===== config.mk =====
export PLATFORM = sky130hd
export DESIGN_NAME = pll_divider_serial_programmer_top
export DESIGN_NICKNAME = d
export VERILOG_FILES = /design/src/rtl/pdsp_pkg.sv /design/src/rtl/pdsp_front.sv /design/src/rtl/pdsp_div.sv /design/src/rtl/pdsp_emit.sv /design/src/rtl/pll_divider_serial_programmer_top.sv
export SDC_FILE = /design/constraint.sdc
export NUM_CORES = 1
export LEC_CHECK = 0
export BUFFER_PORTS_ARGS = -buffer_cell sky130_fd_sc_hd__buf_2
export CAP_MARGIN = 20
export CORE_UTILIZATION = 37
export DETAILED_ROUTE_END_ITERATION = 12
export PLACE_DENSITY = 0.5
export SYNTH_ARGS = -nofsm -noshare
export SYNTH_HDL_FRONTEND = slang
export SYNTH_SLANG_ARGS = --single-unit

===== constraint.sdc =====
create_clock -name clk -period 15.8 [get_ports clk]
set_input_delay 2.37 -clock clk [delete_from_list [all_inputs] [get_ports clk]]
set_output_delay 2.37 -clock clk [all_outputs]
set_load 0.05 [all_outputs]

===== src/rtl/pdsp_pkg.sv =====
// ----------------------------------------------------------------------------
// pdsp_pkg
// Shared types and constants for the PLL divider serial programmer.
// ----------------------------------------------------------------------------
package pdsp_pkg;

  // divider field sizes
  localparam int REF_DIVIDER_BITS = 16;
  localparam int N_DIVIDER_BITS   = 24;

  // field widths
  localparam int FREQ_W = 26;
  localparam int STEP_W = 6;
  localparam int MOD_W  = 3;
  localparam int WORD_W = 16;
  localparam int CFG_W  = 26;
  localparam int SB_W   = 16;
  localparam int KIND_W = 2;
  localparam int IDX_W  = 2;

  localparam int IN_TDATA_W  = 40;
  localparam int OUT_TDATA_W = 24;

  // divider datapath: numerator is freq + offset, so one bit wider than a frequency
  localparam int NUM_W      = FREQ_W + 1;
  localparam int DEN_W      = 16;
  localparam int ITER_CNT_W = $clog2(NUM_W);
  localparam int KHZ_FACTOR = 1000;

  localparam int MAX_FRAME_BITS =
    (N_DIVIDER_BITS > REF_DIVIDER_BITS) ? N_DIVIDER_BITS : REF_DIVIDER_BITS;
  localparam int BIT_CNT_W = $clog2(MAX_FRAME_BITS);

  localparam logic [NUM_W-1:0] REF_MAX =
    NUM_W'((64'd1 << REF_DIVIDER_BITS) - 64'd1);
  localparam logic [NUM_W-1:0] N_MAX =
    NUM_W'((64'd1 << N_DIVIDER_BITS) - 64'd1);

  // register indexes
  localparam logic [IDX_W-1:0] REG_REF_CLOCK = 2'd0;
  localparam logic [IDX_W-1:0] REG_IF_OFFSET = 2'd1;
  localparam logic [IDX_W-1:0] REG_SIDEBAND  = 2'd2;

  localparam logic [CFG_W-1:0] REF_CLOCK_RESET = 26'd10240000;
  localparam logic [CFG_W-1:0] IF_OFFSET_RESET = 26'd10695000;
  localparam logic [SB_W-1:0]  SIDEBAND_RESET  = 16'd5000;

  // modulation codes
  localparam logic [MOD_W-1:0] MOD_USB = 3'd0;
  localparam logic [MOD_W-1:0] MOD_LSB = 3'd1;
  localparam logic [MOD_W-1:0] MOD_FM  = 3'd2;
  localparam logic [MOD_W-1:0] MOD_AM  = 3'd3;

  // driver latch
  localparam logic [WORD_W-1:0] LATCH_RESET = 16'h8202;
  localparam logic [WORD_W-1:0] SEL_FM      = 16'h0002;
  localparam logic [WORD_W-1:0] SEL_AM      = 16'h0004;
  localparam logic [WORD_W-1:0] SEL_LSB     = 16'h0008;
  localparam logic [WORD_W-1:0] SEL_USB     = 16'h0010;
  localparam logic [WORD_W-1:0] MODE_MASK   = SEL_FM | SEL_AM | SEL_LSB | SEL_USB;

  // record kinds
  localparam logic [KIND_W-1:0] KIND_DRIVER = 2'd0;
  localparam logic [KIND_W-1:0] KIND_START  = 2'd1;
  localparam logic [KIND_W-1:0] KIND_BIT    = 2'd2;
  localparam logic [KIND_W-1:0] KIND_END    = 2'd3;

  typedef struct packed {
    logic [WORD_W-1:0] driver_word;
    logic [NUM_W-1:0]  num_ref;
    logic [NUM_W-1:0]  num_n;
    logic [DEN_W-1:0]  den;
  } pdsp_job_t;

  typedef struct packed {
    logic [WORD_W-1:0]           driver_word;
    logic [REF_DIVIDER_BITS-1:0] ref_div;
    logic [N_DIVIDER_BITS-1:0]   n_div;
  } pdsp_result_t;

endpackage


===== src/rtl/pdsp_front.sv =====
// ----------------------------------------------------------------------------
// pdsp_front
// Config registers, request decode, driver latch update and a two-entry
// job queue toward the divider.
// ----------------------------------------------------------------------------
module pdsp_front
  import pdsp_pkg::*;
(
  input  logic                  clk,
  input  logic                  rst,
  input  logic                  s_tvalid,
  output logic                  s_tready,
  input  logic [IN_TDATA_W-1:0] s_tdata,
  input  logic                  cfg_we,
  input  logic [IDX_W-1:0]      cfg_index,
  input  logic [CFG_W-1:0]      cfg_data,
  output logic                  job_valid,
  input  logic                  job_ready,
  output pdsp_job_t             job
);

  logic [CFG_W-1:0]  ref_clock;
  logic [CFG_W-1:0]  if_offset;
  logic [SB_W-1:0]   sideband;
  logic [WORD_W-1:0] latch;
  logic [WORD_W-1:0] latch_next;

  logic [FREQ_W-1:0] freq;
  logic [STEP_W-1:0] step;
  logic [MOD_W-1:0]  modulation;
  logic [FREQ_W-1:0] freq_adj;
  logic [DEN_W-1:0]  den;

  pdsp_job_t q_mem [2];
  pdsp_job_t q_in;
  logic      wr_ptr;
  logic      rd_ptr;
  logic [1:0] q_count;
  logic      push;
  logic      pop;

  assign freq       = s_tdata[FREQ_W-1:0];
  assign step       = s_tdata[FREQ_W+STEP_W-1:FREQ_W];
  assign modulation = s_tdata[FREQ_W+STEP_W+MOD_W-1:FREQ_W+STEP_W];

  always_comb begin
    latch_next = latch;
    freq_adj   = freq;
    case (modulation)
      MOD_USB: latch_next = (latch & ~MODE_MASK) | SEL_USB;
      MOD_LSB: begin
        latch_next = (latch & ~MODE_MASK) | SEL_LSB;
        freq_adj   = (freq >= FREQ_W'(sideband)) ? freq - FREQ_W'(sideband) : '0;
      end
      MOD_FM:  latch_next = (latch & ~MODE_MASK) | SEL_FM;
      MOD_AM:  latch_next = (latch & ~MODE_MASK) | SEL_AM;
      default: ;
    endcase
  end

  assign den = DEN_W'(step) * DEN_W'(KHZ_FACTOR);

  assign q_in.driver_word = latch_next;
  assign q_in.num_ref     = NUM_W'(ref_clock);
  assign q_in.num_n       = NUM_W'(freq_adj) + NUM_W'(if_offset);
  assign q_in.den         = den;

  assign s_tready  = (q_count != 2'd2);
  assign job_valid = (q_count != 2'd0);
  assign job       = q_mem[rd_ptr];
  assign push      = s_tvalid && s_tready;
  assign pop       = job_valid && job_ready;

  always_ff @(posedge clk) begin
    if (rst) begin
      ref_clock <= REF_CLOCK_RESET;
      if_offset <= IF_OFFSET_RESET;
      sideband  <= SIDEBAND_RESET;
      latch     <= LATCH_RESET;
      wr_ptr    <= 1'b0;
      rd_ptr    <= 1'b0;
      q_count   <= 2'd0;
    end else begin
      if (cfg_we) begin
        case (cfg_index)
          REG_REF_CLOCK: ref_clock <= cfg_data;
          REG_IF_OFFSET: if_offset <= cfg_data;
          REG_SIDEBAND:  sideband  <= cfg_data[SB_W-1:0];
          default: ;
        endcase
      end
      if (push) begin
        latch  <= latch_next;
        wr_ptr <= ~wr_ptr;
      end
      if (pop) begin
        rd_ptr <= ~rd_ptr;
      end
      if (push && !pop) begin
        q_count <= q_count + 2'd1;
      end else if (pop && !push) begin
        q_count <= q_count - 2'd1;
      end
    end
  end

  always_ff @(posedge clk) begin
    if (push) begin
      q_mem[wr_ptr] <= q_in;
    end
  end

endmodule


===== src/rtl/pdsp_div.sv =====
// ----------------------------------------------------------------------------
// pdsp_div
// Shared restoring divider, one quotient bit per cycle. Works out the
// reference and N dividers of a job in turn and saturates each to its field.
// ----------------------------------------------------------------------------
module pdsp_div
  import pdsp_pkg::*;
(
  input  logic         clk,
  input  logic         rst,
  input  logic         job_valid,
  output logic         job_ready,
  input  pdsp_job_t    job,
  output logic         res_valid,
  input  logic         res_ready,
  output pdsp_result_t res
);

  typedef enum logic [1:0] {
    S_IDLE,
    S_RUN_REF,
    S_RUN_N,
    S_DONE
  } state_t;

  state_t state;

  logic [NUM_W-1:0]      acc;
  logic [DEN_W-1:0]      rem;
  logic [DEN_W-1:0]      den;
  logic [NUM_W-1:0]      num_n;
  logic [ITER_CNT_W-1:0] cnt;

  logic [DEN_W:0]   rem_sh;
  logic [DEN_W:0]   diff;
  logic             ge;
  logic [DEN_W-1:0] rem_next;
  logic [NUM_W-1:0] acc_next;

  // zero divisor: every compare passes and the quotient comes out all ones
  assign rem_sh   = {rem, acc[NUM_W-1]};
  assign ge       = (rem_sh >= {1'b0, den});
  assign diff     = rem_sh - {1'b0, den};
  assign rem_next = ge ? diff[DEN_W-1:0] : rem_sh[DEN_W-1:0];
  assign acc_next = {acc[NUM_W-2:0], ge};

  assign job_ready = (state == S_IDLE);
  assign res_valid = (state == S_DONE);

  always_ff @(posedge clk) begin
    if (rst) begin
      state <= S_IDLE;
    end else begin
      case (state)
        S_IDLE: begin
          if (job_valid) begin
            acc             <= job.num_ref;
            num_n           <= job.num_n;
            den             <= job.den;
            res.driver_word <= job.driver_word;
            rem             <= '0;
            cnt             <= ITER_CNT_W'(NUM_W - 1);
            state           <= S_RUN_REF;
          end
        end
        S_RUN_REF: begin
          acc <= acc_next;
          rem <= rem_next;
          cnt <= cnt - 1'b1;
          if (cnt == '0) begin
            res.ref_div <= (acc_next > REF_MAX) ? '1 : REF_DIVIDER_BITS'(acc_next);
            acc         <= num_n;
            rem         <= '0;
            cnt         <= ITER_CNT_W'(NUM_W - 1);
            state       <= S_RUN_N;
          end
        end
        S_RUN_N: begin
          acc <= acc_next;
          rem <= rem_next;
          cnt <= cnt - 1'b1;
          if (cnt == '0) begin
            res.n_div <= (acc_next > N_MAX) ? '1 : N_DIVIDER_BITS'(acc_next);
            state     <= S_DONE;
          end
        end
        S_DONE: begin
          if (res_ready) begin
            state <= S_IDLE;
          end
        end
        default: state <= S_IDLE;
      endcase
    end
  end

endmodule


===== src/rtl/pdsp_emit.sv =====
// ----------------------------------------------------------------------------
// pdsp_emit
// Record sequencer: driver word, then the reference and N frames, one
// record per beat through a registered output stage.
// ----------------------------------------------------------------------------
module pdsp_emit
  import pdsp_pkg::*;
(
  input  logic                   clk,
  input  logic                   rst,
  input  logic                   res_valid,
  output logic                   res_ready,
  input  pdsp_result_t           res,
  output logic                   m_tvalid,
  input  logic                   m_tready,
  output logic [OUT_TDATA_W-1:0] m_tdata,
  output logic [KIND_W-1:0]      m_tuser,
  output logic                   m_tlast
);

  typedef enum logic [2:0] {
    S_IDLE,
    S_DRV,
    S_START,
    S_BITS,
    S_STOP,
    S_END
  } state_t;

  state_t state;

  logic [WORD_W-1:0]           word;
  logic [REF_DIVIDER_BITS-1:0] rsh;
  logic [N_DIVIDER_BITS-1:0]   nsh;
  logic                        frame;   // 0 reference frame, 1 N frame
  logic [BIT_CNT_W-1:0]        cnt;
  logic                        adv;
  logic                        load;

  logic [WORD_W-1:0] out_word;
  logic              out_bit;

  assign adv       = !m_tvalid || m_tready;
  // a new beat goes into the output register in every emitting state
  assign load      = adv && (state inside {S_DRV, S_START, S_BITS, S_STOP, S_END});
  assign res_ready = (state == S_IDLE);
  assign m_tdata   = {(OUT_TDATA_W - WORD_W - 1)'(0), out_bit, out_word};

  always_ff @(posedge clk) begin
    if (rst) begin
      state    <= S_IDLE;
      m_tvalid <= 1'b0;
    end else begin
      if (load) begin
        m_tvalid <= 1'b1;
      end else if (m_tready) begin
        m_tvalid <= 1'b0;
      end
      case (state)
        S_IDLE: begin
          if (res_valid) begin
            word  <= res.driver_word;
            rsh   <= res.ref_div;
            nsh   <= res.n_div;
            state <= S_DRV;
          end
        end
        S_DRV: begin
          if (adv) begin
            m_tuser  <= KIND_DRIVER;
            out_word <= word;
            out_bit  <= 1'b0;
            m_tlast  <= 1'b0;
            frame    <= 1'b0;
            state    <= S_START;
          end
        end
        S_START: begin
          if (adv) begin
            m_tuser  <= KIND_START;
            out_word <= '0;
            out_bit  <= 1'b0;
            m_tlast  <= 1'b0;
            cnt      <= frame ? BIT_CNT_W'(N_DIVIDER_BITS - 1)
                              : BIT_CNT_W'(REF_DIVIDER_BITS - 1);
            state    <= S_BITS;
          end
        end
        S_BITS: begin
          if (adv) begin
            m_tuser  <= KIND_BIT;
            out_word <= '0;
            out_bit  <= frame ? nsh[N_DIVIDER_BITS-1] : rsh[REF_DIVIDER_BITS-1];
            m_tlast  <= 1'b0;
            if (frame) begin
              nsh <= {nsh[N_DIVIDER_BITS-2:0], 1'b0};
            end else begin
              rsh <= {rsh[REF_DIVIDER_BITS-2:0], 1'b0};
            end
            cnt <= cnt - 1'b1;
            if (cnt == '0) begin
              state <= S_STOP;
            end
          end
        end
        S_STOP: begin
          if (adv) begin
            // stop bit: 1 after the reference divider, 0 after the N divider
            m_tuser  <= KIND_BIT;
            out_word <= '0;
            out_bit  <= ~frame;
            m_tlast  <= 1'b0;
            state    <= S_END;
          end
        end
        S_END: begin
          if (adv) begin
            m_tuser  <= KIND_END;
            out_word <= '0;
            out_bit  <= 1'b0;
            m_tlast  <= frame;
            frame    <= 1'b1;
            state    <= frame ? S_IDLE : S_START;
          end
        end
        default: state <= S_IDLE;
      endcase
    end
  end

endmodule


===== src/rtl/pll_divider_serial_programmer_top.sv =====
// ----------------------------------------------------------------------------
// pll_divider_serial_programmer_top
// Tuning requests in, driver word and two three-wire divider frames out.
//
//   port group  dir  payload
//   s_*         in   s_tdata: frequency_hz[25:0], step_khz[31:26], modulation[34:32]
//   m_*         out  m_tdata: driver_word[15:0], bit_value[16]; m_tuser: record_kind;
//                    m_tlast: last
//   cfg_*       in   cfg_index selects register, cfg_data carries the value
//
// A request yields 47 output beats. The shared bit-serial divider works out
// the two quotients of a request one after the other; emission of one request
// overlaps division of the next. A two-entry queue sits between decode and
// divider. Synchronous reset restores the config registers and the driver
// latch. Output stalls back up through the emitter, divider and queue to
// s_tready.
// ----------------------------------------------------------------------------
module pll_divider_serial_programmer_top
  import pdsp_pkg::*;
(
  input  logic                   clk,
  input  logic                   rst,
  input  logic                   s_tvalid,
  output logic                   s_tready,
  input  logic [IN_TDATA_W-1:0]  s_tdata,   // frequency_hz, step_khz, modulation
  output logic                   m_tvalid,
  input  logic                   m_tready,
  output logic [OUT_TDATA_W-1:0] m_tdata,   // driver_word, bit_value
  output logic [KIND_W-1:0]      m_tuser,   // record_kind
  output logic                   m_tlast,
  input  logic                   cfg_we,
  input  logic [IDX_W-1:0]       cfg_index,
  input  logic [CFG_W-1:0]       cfg_data
);

  pdsp_job_t    job;
  logic         job_valid;
  logic         job_ready;
  pdsp_result_t res;
  logic         res_valid;
  logic         res_ready;

  pdsp_front u_front (
    .clk       (clk),
    .rst       (rst),
    .s_tvalid  (s_tvalid),
    .s_tready  (s_tready),
    .s_tdata   (s_tdata),
    .cfg_we    (cfg_we),
    .cfg_index (cfg_index),
    .cfg_data  (cfg_data),
    .job_valid (job_valid),
    .job_ready (job_ready),
    .job       (job)
  );

  pdsp_div u_div (
    .clk       (clk),
    .rst       (rst),
    .job_valid (job_valid),
    .job_ready (job_ready),
    .job       (job),
    .res_valid (res_valid),
    .res_ready (res_ready),
    .res       (res)
  );

  pdsp_emit u_emit (
    .clk       (clk),
    .rst       (rst),
    .res_valid (res_valid),
    .res_ready (res_ready),
    .res       (res),
    .m_tvalid  (m_tvalid),
    .m_tready  (m_tready),
    .m_tdata   (m_tdata),
    .m_tuser   (m_tuser),
    .m_tlast   (m_tlast)
  );

endmodule


# [After elaboration in Yosys (flattened, before gate mapping)]
# Memories as Yosys holds them, arrays and structs flattened. A register that Yosys moved wholly into a read port is not among the register bits.
# Cells that the tools add are included.
[op_classes] addsub=7 n_mul=1 order_cmp=4 eq_ne=31 mux=64 bitwise_logic=4 n_reduce_logical=49
[ops] operator="$mux W16" count=8
[ops] operator="$pmux W27 S3" count=1
[ops] operator="$mux W24" count=3
[ops] operator="$pmux W16 S2" count=2
[ops] operator="$mux W27" count=2
[ops] operator="$mux W26" count=2
[ops] operator="$pmux W16 S3" count=1
[ops] operator="$pmux W24 S2" count=1
[ops] operator="$ne A2 B1 Y1 const B" count=14
[ops] operator="$add A26 B26 Y27" count=1
[ops] operator="$gt A27 B16 Y1 const B" count=1
[ops] operator="$gt A27 B24 Y1 const B" count=1
[ops] operator="$ge A26 B16 Y1" count=1
[ops] operator="$sub A26 B16 Y26" count=1
[ops] operator="$mux W5" count=5
[ops] operator="$mux W2" count=11
[ops] operator="$mux W3" count=7
[ops] operator="$pmux W5 S4" count=1
[ops] operator="$reduce_and A4 Y1" count=5
[ops] operator="$pmux W3 S6" count=1
[ops] operator="$ge A17 B16 Y1" count=1
[ops] operator="$pmux W2 S4" count=2
[ops] operator="$reduce_bool A2 Y1" count=8
[ops] operator="$sub A16 B16 Y16" count=1
[ops] operator="other kinds (33)" count=79
[word_totals] register_bits=323 mem_bits_rw=164 inputBits=73 output_inout_bits=29 elab_cells=188 n_memories=1
[memory_table] name="u_front.q_mem" words=2 width=82 rd=1 rd_ports_with_merged_regs=1 wr=1 line="pdsp_front.sv:34" text="pdsp_job_t q_mem [2];"

# [Longest topological paths before layout]
# Gate-level depths: netlist of run 1.
[depth] ltp_word=6 depth_mapped=20 ltp_nobuf=19

# [Modules after synthesis]
# Synthesis of run 1 repeated with hierarchy kept, for this count alone.
[unflattened] cells_unflattened=1958 hier_area_um2=22211.3
[modules_own_cells] mod="pdsp_front" n_inst=1 cells_per_inst=1059 area_per_inst_um2=11536.1 seq_area_each_um2=5745.5
[modules_own_cells] mod="pdsp_div" n_inst=1 cells_per_inst=580 area_per_inst_um2=6964.2 seq_area_each_um2=4454.3
[modules_own_cells] mod="pdsp_emit" n_inst=1 cells_per_inst=319 area_per_inst_um2=3711.1 seq_area_each_um2=2542.4

# [Least setup slack after synthesis of run 1]
# Ideal clock, no wire load.
[synth_timing] kind="input port to flip-flop" startpoint="in rst" endpoint="reg u_div.acc[0], enable pin" setup_time_ps=526 arrival_time_ps=6300 t_required_ps=15274 path_slack_ps=8974 stages=3 n_path_buf=2 path_cell_list="clkbuf_1 clkbuf_1 a211oi_1"
[synth_between] elab_chain_cells=2
[synth_lines] element="from (decl)" line="pll_divider_serial_programmer_top.sv:22" text="input logic rst,"
[synth_lines] element="$not A1 Y1 (no source line)"
[synth_lines] element="$reduce_and A3 Y1 (no source line)"
[synth_lines] element="to (signal assigned)" line="pdsp_div.sv:57" text="acc <= job.num_ref;"
[synth_lines] element="to (signal assigned)" line="pdsp_div.sv:67" text="acc <= acc_next;"
[synth_lines] element="to (signal assigned)" line="pdsp_div.sv:72" text="acc <= num_n;"
[synth_lines] element="to (decl)" line="pdsp_div.sv:28" text="logic [NUM_W-1:0] acc;"
# No other way between the ends.
# A chain may end at the register's enable or synchronous reset.

==> flow_summary.yaml, run 1 <==
setup_path:
  critical_path_class: "in2reg"
  critPathLaunchType: "primary input"
  cp_data_arrival_time_ns: 7.93
  required_ns: 16.10
  crit_path_end_kind: "flop"
  crit_fanout: 14
die:
  die_area_um2: 54770
  die_w_um: 234.0
  core_area_um2: 52870
  rows: 84
  start_util_pct: 37.68
  die_h_um: 234.0
  ioPinCount: 102
timing:
  hold_viol: 0
  setup_viol: 0
  timing.slew.headroom_pct: 30.76
  rsz0062_at_grt: "false"
  worst_pin_slew_ns: 1.035
  finalSetupTns_ns: 0
  fin_ws_ns: 8.169
  max_clock_freq_mhz: 131.1
  slew_viol_final: 0
  min_period_over_period_pct: 48.30
  fin_skew_ns: 0.01713
  fin_crit_ns: 7.631
run_status:
  status: "finished with violations"
  violations: "design-rule violations"
placement:
  post-dp-hpwl_mm: 28.82
  port_buffers: 79
  place_ws_ns: 7.753
  gp_congestion: 0.8306
worst_hold_path:
  hold_path.class: "reg2reg"
global_routing:
  grt.overflow.total: 0
  gr-max-usage-layer: "met2"
  grt_pass1_wl_mm: 67.63
  gr-usage-met2_pct: 24.97
  grt_pass1_vias: 12410
  grt_max_degree: 85
  met3_usage_pct: 2.116
  antenna_found_initial: 1
  globalRouteMet1Util_pct: 22.29
  grt_usage_pct: 15.87
clock_tree:
  cts-resized-gates: 0
  htreeDepth: 2
  cts.sinks: 414
  cts_inserted_buffers: 47
  clockRootBuffer: "clkbuf_16"
  clkSlewWorstSetupHoldPaths_ns: 0.06
  clk_latency_ns: 0.57
  cts.path.max_buffers: 3
  holdBufCountCts: 0
  cts_tree: "yes"
  cts_setup_buffers: 0
power:
  max-vdd-ir-drop_mv: 0.08785
  p_comb_share_pct: 25.1
  seqPwrFrac_pct: 43.2
  p_int_uw: 2524
  switching_power_uw: 1073
  swShare_pct: 29.83
  p_clk_share_pct: 31.6
  power.density_nw_per_um2: 158.8
  p_leak_uw: 0.008485
synth:
  netlist_area_um2: 19920
  synth_seq_cells: 414
  syn_avg_cell_area_um2: 11.47
  ys.flop_type: "edfxtp_1"
  synth_cell_types: 67
  yosys_warnings: 0
  synth_edf_count: 331
  async_reset_ff_share_pct: 0
  synth-seq-area-share_pct: 58.24
  syn-instance-count: 1737
drt:
  drt_wl_total_mm: 42.72
  drt-initial-drc-count: 633
  via_count: 12580
  first_pass_iters: 9
  viasPerCell: 4.971
  ant_nets: 0
  post-route-drc-count: 1
  wl_per_cell_um: 16.89
cells_and_area:
  area_growth_pct: 13.73
  final_common_cell: "edfxtp_1"
  final_layout_size_suffix_gt1_share_pct: 13.90
  fin_nets: 1980
  fillerInstances: 4984
  diodes: 0
  multi_input_area_um2: 7695
  seq_area_um2: 11600
  layout_common_cells: "331 x edfxtp_1, 301 x nand2_1, 114 x a21oi_1, 99 x nor2_1, 87 x ha_1"
flow_run:
  max-cap-violations: 0
==> metrics by stage <==
stage	hold WS (ns)	util, %	std cells	power [uW]	area [um2]
after floorplan	0.4003	-	1753	2233	19980
after global placement	0.4330	39.70	2441	2469	20990
after detailed placement	0.4356	39.73	2442	2492	21010
after CTS	0.4505	42.83	2529	3650	22640
after global routing	0.4658	42.85	2530	3801	22650
final	0.4521	42.85	2530	3598	22650
==> path summary, 6_finish.rpt <==
kind	cells past startpoint	to	slack (ns)	startpoint
setup / recovery	19	u_front.q_mem[1][38]	8.17	s_tdata[0]
hold / removal	0	u_front.q_mem[1][49]	0.45	u_front.ref_clock[9]
setup reg to reg	17	u_front.q_mem[1][38]	9.79	u_front.sideband[0]
hold reg to reg	0	u_front.q_mem[1][49]	0.45	u_front.ref_clock[9]
==> synthesized netlist by cell type, drive strengths merged, types with 6 or more instances <==
| master | count | area (um2) |
|---|---|---|
| buf | 28 | 185.2 |
| a22o | 6 | 52.55 |
| a211oi | 15 | 112.6 |
| edfxtp | 331 | 9940 |
| nand2 | 301 | 1130 |
| a21o | 27 | 202.7 |
| and2 | 8 | 50.05 |
| nand3b | 18 | 135.1 |
| nand2b | 37 | 231.5 |
| nor2b | 13 | 81.33 |
| a31oi | 7 | 43.79 |
| o31ai | 10 | 75.07 |
| xnor2 | 42 | 367.9 |
| a211o | 7 | 61.31 |
| nor3 | 22 | 126.4 |
| nand3 | 19 | 95.09 |
| or3 | 6 | 37.54 |
| a21oi | 115 | 575.6 |
| ha | 87 | 1089 |
| clkbuf | 67 | 252.7 |
| o21a | 8 | 60.06 |
| nor2 | 101 | 381.6 |
| mux2 | 46 | 518.0 |
| nand4 | 10 | 62.56 |
| and3 | 6 | 37.54 |
| mux2i | 37 | 370.4 |
| fa | 16 | 320.3 |
| xor2 | 22 | 192.7 |
| dfxtp | 83 | 1662 |
| a221o | 25 | 250.2 |
| nor4 | 6 | 37.54 |
| or2 | 19 | 118.9 |
| o21ai | 47 | 235.2 |
| o21bai | 13 | 97.59 |
| inv | 83 | 311.6 |
==> cell families after synthesis <==
group                      after synthesis  share of synthesized area, %
muxes                                   83                         4.460
xor gates and xnor gates                64                         2.814
DFF                                    414                         58.24
other                                    1                       0.01883
adders and majority gates              103                         7.073
buffers and inverters                  178                         3.763
AOI/OAI and AO/OA                      315                         10.40
and+or+nand+nor                        579                         13.23
==> state kept, by name, summed over array words and instances (netlist names), 4 cells and up, named ones only <==
name	flops
u_front.q_mem	140
u_front.latch	4
u_emit.cnt	5
u_front.ref_clock	26
u_div.cnt	5
u_emit.word	4
u_div.rem	16
u_emit.out_word	5
u_emit.rsh	16
u_div.den	13
u_front.sideband	16
u_emit.nsh	24
u_div.acc	27
u_div.num_n	27
u_front.if_offset	26
u_div.res	44
==> critical path, stage by stage <==
cell and delay (ns):
buf_2 0.11, inv_1 0.05, ha_1 0.15, inv_1 0.06, fa_1 0.43, a211oi_1 0.31
o21bai_1 0.19, a21oi_1 0.43, o22ai_1 0.35, nor3_4 0.57, o21ai_0 0.36, ha_1 0.38
a211o_1 0.34, nand3_1 0.14, a41oi_1 0.24, a211oi_1 0.84, o21ai_0 0.21, a21oi_1 0.27
xnor2_1 0.12
==> cell type report <==
| type | instances | area share (%) |
|---|---|---|
| Clock inverter | 23 | 1.303 |
| Sequential cell | 414 | 51.23 |
| Inverter | 83 | 1.375 |
| Multi-Input combinational cell | 1161 | 33.97 |
| Tap cell | 688 | 3.800 |
| Timing Repair Buffer | 97 | 2.403 |
| Clock buffer | 64 | 5.926 |
==> power by group through the flow <==
stage,Clock [uW],Sequential [uW],Combinational [uW]
2_1_floorplan,0,1560,677
3_3_place_gp,0,1570,896
3_5_place_dp,0,1580,913
4_1_cts,1170,1560,918
5_1_grt,1210,1580,1010
6_report,1140,1560,904
==> per-layer routing <==
metal / wire (um) / vias up / share of wire [%]
met5: 0 / - / 0
met4: 1182 / 0 / 2.8
met3: 1734 / 56 / 4.1
met2: 18910 / 251 / 44
met1: 20900 / 5950 / 49
li1: - / 6319 / -
(Power assumes the default switching activity.)
==> run 2, diff against run 1 <==
==> constraint.sdc (replaced) <==
create_clock -name clk -period 7.4 [get_ports clk]
set_input_delay 1.11 -clock clk [delete_from_list [all_inputs] [get_ports clk]]
set_output_delay 1.11 -clock clk [all_outputs]
set_load 0.05 [all_outputs]
==> flow_summary.yaml, run 2 (synthesis gave the netlist of run 1 again) <==
run_status:
  violations: "design-rule violations"
  status: "finished with violations"
global_routing:
  grt.overflow.total: 0
  grt_max_degree: 90
  antenna_found_initial: 0
  grt_pass1_wl_mm: 67.61
  grt_usage_pct: 15.79
  grt_pass1_vias: 12400
timing:
  finalSetupTns_ns: 0
  hold_slack_ns: 0.4500
  fin_skew_ns: 0.01854
  max_clock_freq_mhz: 172.8
  slew_viol_final: 0
  rsz0062_at_grt: "false"
  setup_viol: 0
  fin_crit_ns: 5.788
  hold_viol: 0
  timing.slew.headroom_pct: 30.01
  min_period_over_period_pct: 78.21
  worst_pin_slew_ns: 1.050
setup_path:
  crit_path_start: "s_tdata[0]"
  cp_data_arrival_time_ns: 6.10
  critPathLaunchType: "primary input"
  r2r_start: "u_front.sideband[0]"
  crit_chain: "buf_2, inv_1, ha_1, inv_1, fa_1, a211oi_1, o21bai_1, a21oi_1, buf_4, o22ai_1, nor3_4, o21ai_0, ha_1, a211o_1, nand3_1, a41oi_1, a211oi_1, o21ai_0, a21oi_1, xnor2_1"
  critical_path_class: "in2reg"
  reg2regPathDepth: 18
  reg2reg_setup_slack_ns: 1.99
  required_ns: 7.71
  cpPeakStageDelay_ns: 0.66
  crit_fanout: 12
  cp-endpoint: "u_front.q_mem[0][38]"
  crit_path_end_kind: "flop"
  r2r-end: "u_front.q_mem[0][38]"
  cp_slowest_cell: "a211oi_1"
placement:
  post-dp-hpwl_mm: 28.90
  gp_congestion: 0.8752
  port_buffers: 79
drt:
  drt-initial-drc-count: 677
  drt_wl_total_mm: 42.71
  met2WireLength_mm: 19.00
  m1WireLength_mm: 21.16
  wl_met3_mm: 1.284
  viasPerCell: 4.977
  top_layer: "met4"
  ant_nets: 0
  first_pass_iters: 11
  wl_per_cell_um: 16.88
  post-route-drc-count: 1
  via_count: 12590
die:
  die_area_um2: 54770
  core_area_um2: 52870
  ioPinCount: 102
  start_util_pct: 37.68
  die_h_um: 234.0
  die_w_um: 234.0
  rows: 84
cells_and_area:
  fillerInstances: 4984
  fin_nets: 1981
  final_common_cell: "edfxtp_1"
  diodes: 0
  top_register: "u_front.q_mem"
  layout_common_cells: "331 x edfxtp_1, 301 x nand2_1, 114 x a21oi_1, 99 x nor2_1, 87 x ha_1"
  area_growth_pct: 13.11
  largest_reg_flops: 140
  final_layout_size_suffix_gt1_share_pct: 13.63
  top_regs: "u_front.q_mem (140), u_div.res (44)"
power:
  swShare_pct: 30.39
  power.density_nw_per_um2: 333.2
  seqPwrFrac_pct: 44.4
  p_int_uw: 5225
  p_comb_share_pct: 25.4
  switching_power_uw: 2281
  p_clk_share_pct: 30.2
  max-vdd-ir-drop_mv: 0.1956
  p_leak_uw: 0.008433
clock_tree:
  cts_tree: "yes"
  cts_setup_buffers: 0
  cts_inserted_buffers: 46
  clockRootBuffer: "clkbuf_16"
  cts-resized-gates: 0
  clkSlewWorstSetupHoldPaths_ns: 0.06
  htreeDepth: 2
  cts.sinks: 414
  clk_latency_ns: 0.57
  cts.path.max_buffers: 3
  holdBufCountCts: 0
flow_run:
  max-cap-violations: 0
worst_hold_path:
  hp-start: "u_front.ref_clock[24]"
  hold_path.class: "reg2reg"
## run 2: stage by stage
| stage | instance area (um2) | util, % | setup slack (ns) | cells | power [uW] |
|---|---|---|---|---|---|
| detailed placement | 21010 | 39.75 | 0.9882 | 2444 | 5305 |
| finish | 22530 | 42.62 | 1.612 | 2530 | 7506 |
| global placement | 21010 | 39.75 | 1.023 | 2444 | 5270 |
| floorplan | 19980 | - | 1.834 | 1753 | 4767 |
| global route | 22530 | 42.62 | 1.260 | 2530 | 7946 |
| CTS | 22520 | 42.59 | 1.595 | 2529 | 7607 |
## run 2: layout make-up
type	instances	area (um2)	share of cell area (%)
timing repair buffer	99	555.5	2.466
clock buffer	67	1334	5.920
clock inverter	18	168.9	0.7497
sequential	414	11600	51.51
inverter	83	311.5	1.383
multi-input combinational	1161	7695	34.15
tap	688	860.8	3.821
## run 2: critical path, delay by kind of cell
kind	cells	cell delay, ns
xor+xnor	1	0.10
buf+inv	4	0.36
compound gates	10	2.91
fa+ha+maj	3	0.95
simple gates	2	0.66
## run 2: power groups by stage
stage / Clock [uW] / Sequential, uW / Combinational [uW]
floorplan: 0 / 3320 / 1450
global placement: 0 / 3370 / 1900
detailed placement: 0 / 3380 / 1920
CTS: 2340 / 3340 / 1930
global route: 2420 / 3380 / 2150
finish: 2270 / 3330 / 1910
## run 2: how the worst min path moves through the flow
stage / depth (start not counted) / slack (ns) / endpoint
after floorplan: 0 / 0.40 / u_emit.word[1]
after global placement: 0 / 0.43 / u_front.q_mem[0][45]
after detailed placement: 0 / 0.44 / u_front.q_mem[1][52]
after CTS: 0 / 0.45 / u_front.q_mem[1][52]
after global routing: 0 / 0.47 / u_front.q_mem[1][64]
final: 0 / 0.45 / u_front.q_mem[0][64]
## run 2: layer usage
| metal | vias up | global-route usage [%] |
|---|---|---|
| met5 | - | 0 |
| met4 | 0 | 6.149 |
| met3 | 68 | 1.921 |
| met2 | 201 | 24.58 |
| met1 | 5998 | 22.38 |
| li1 | 6324 | - |
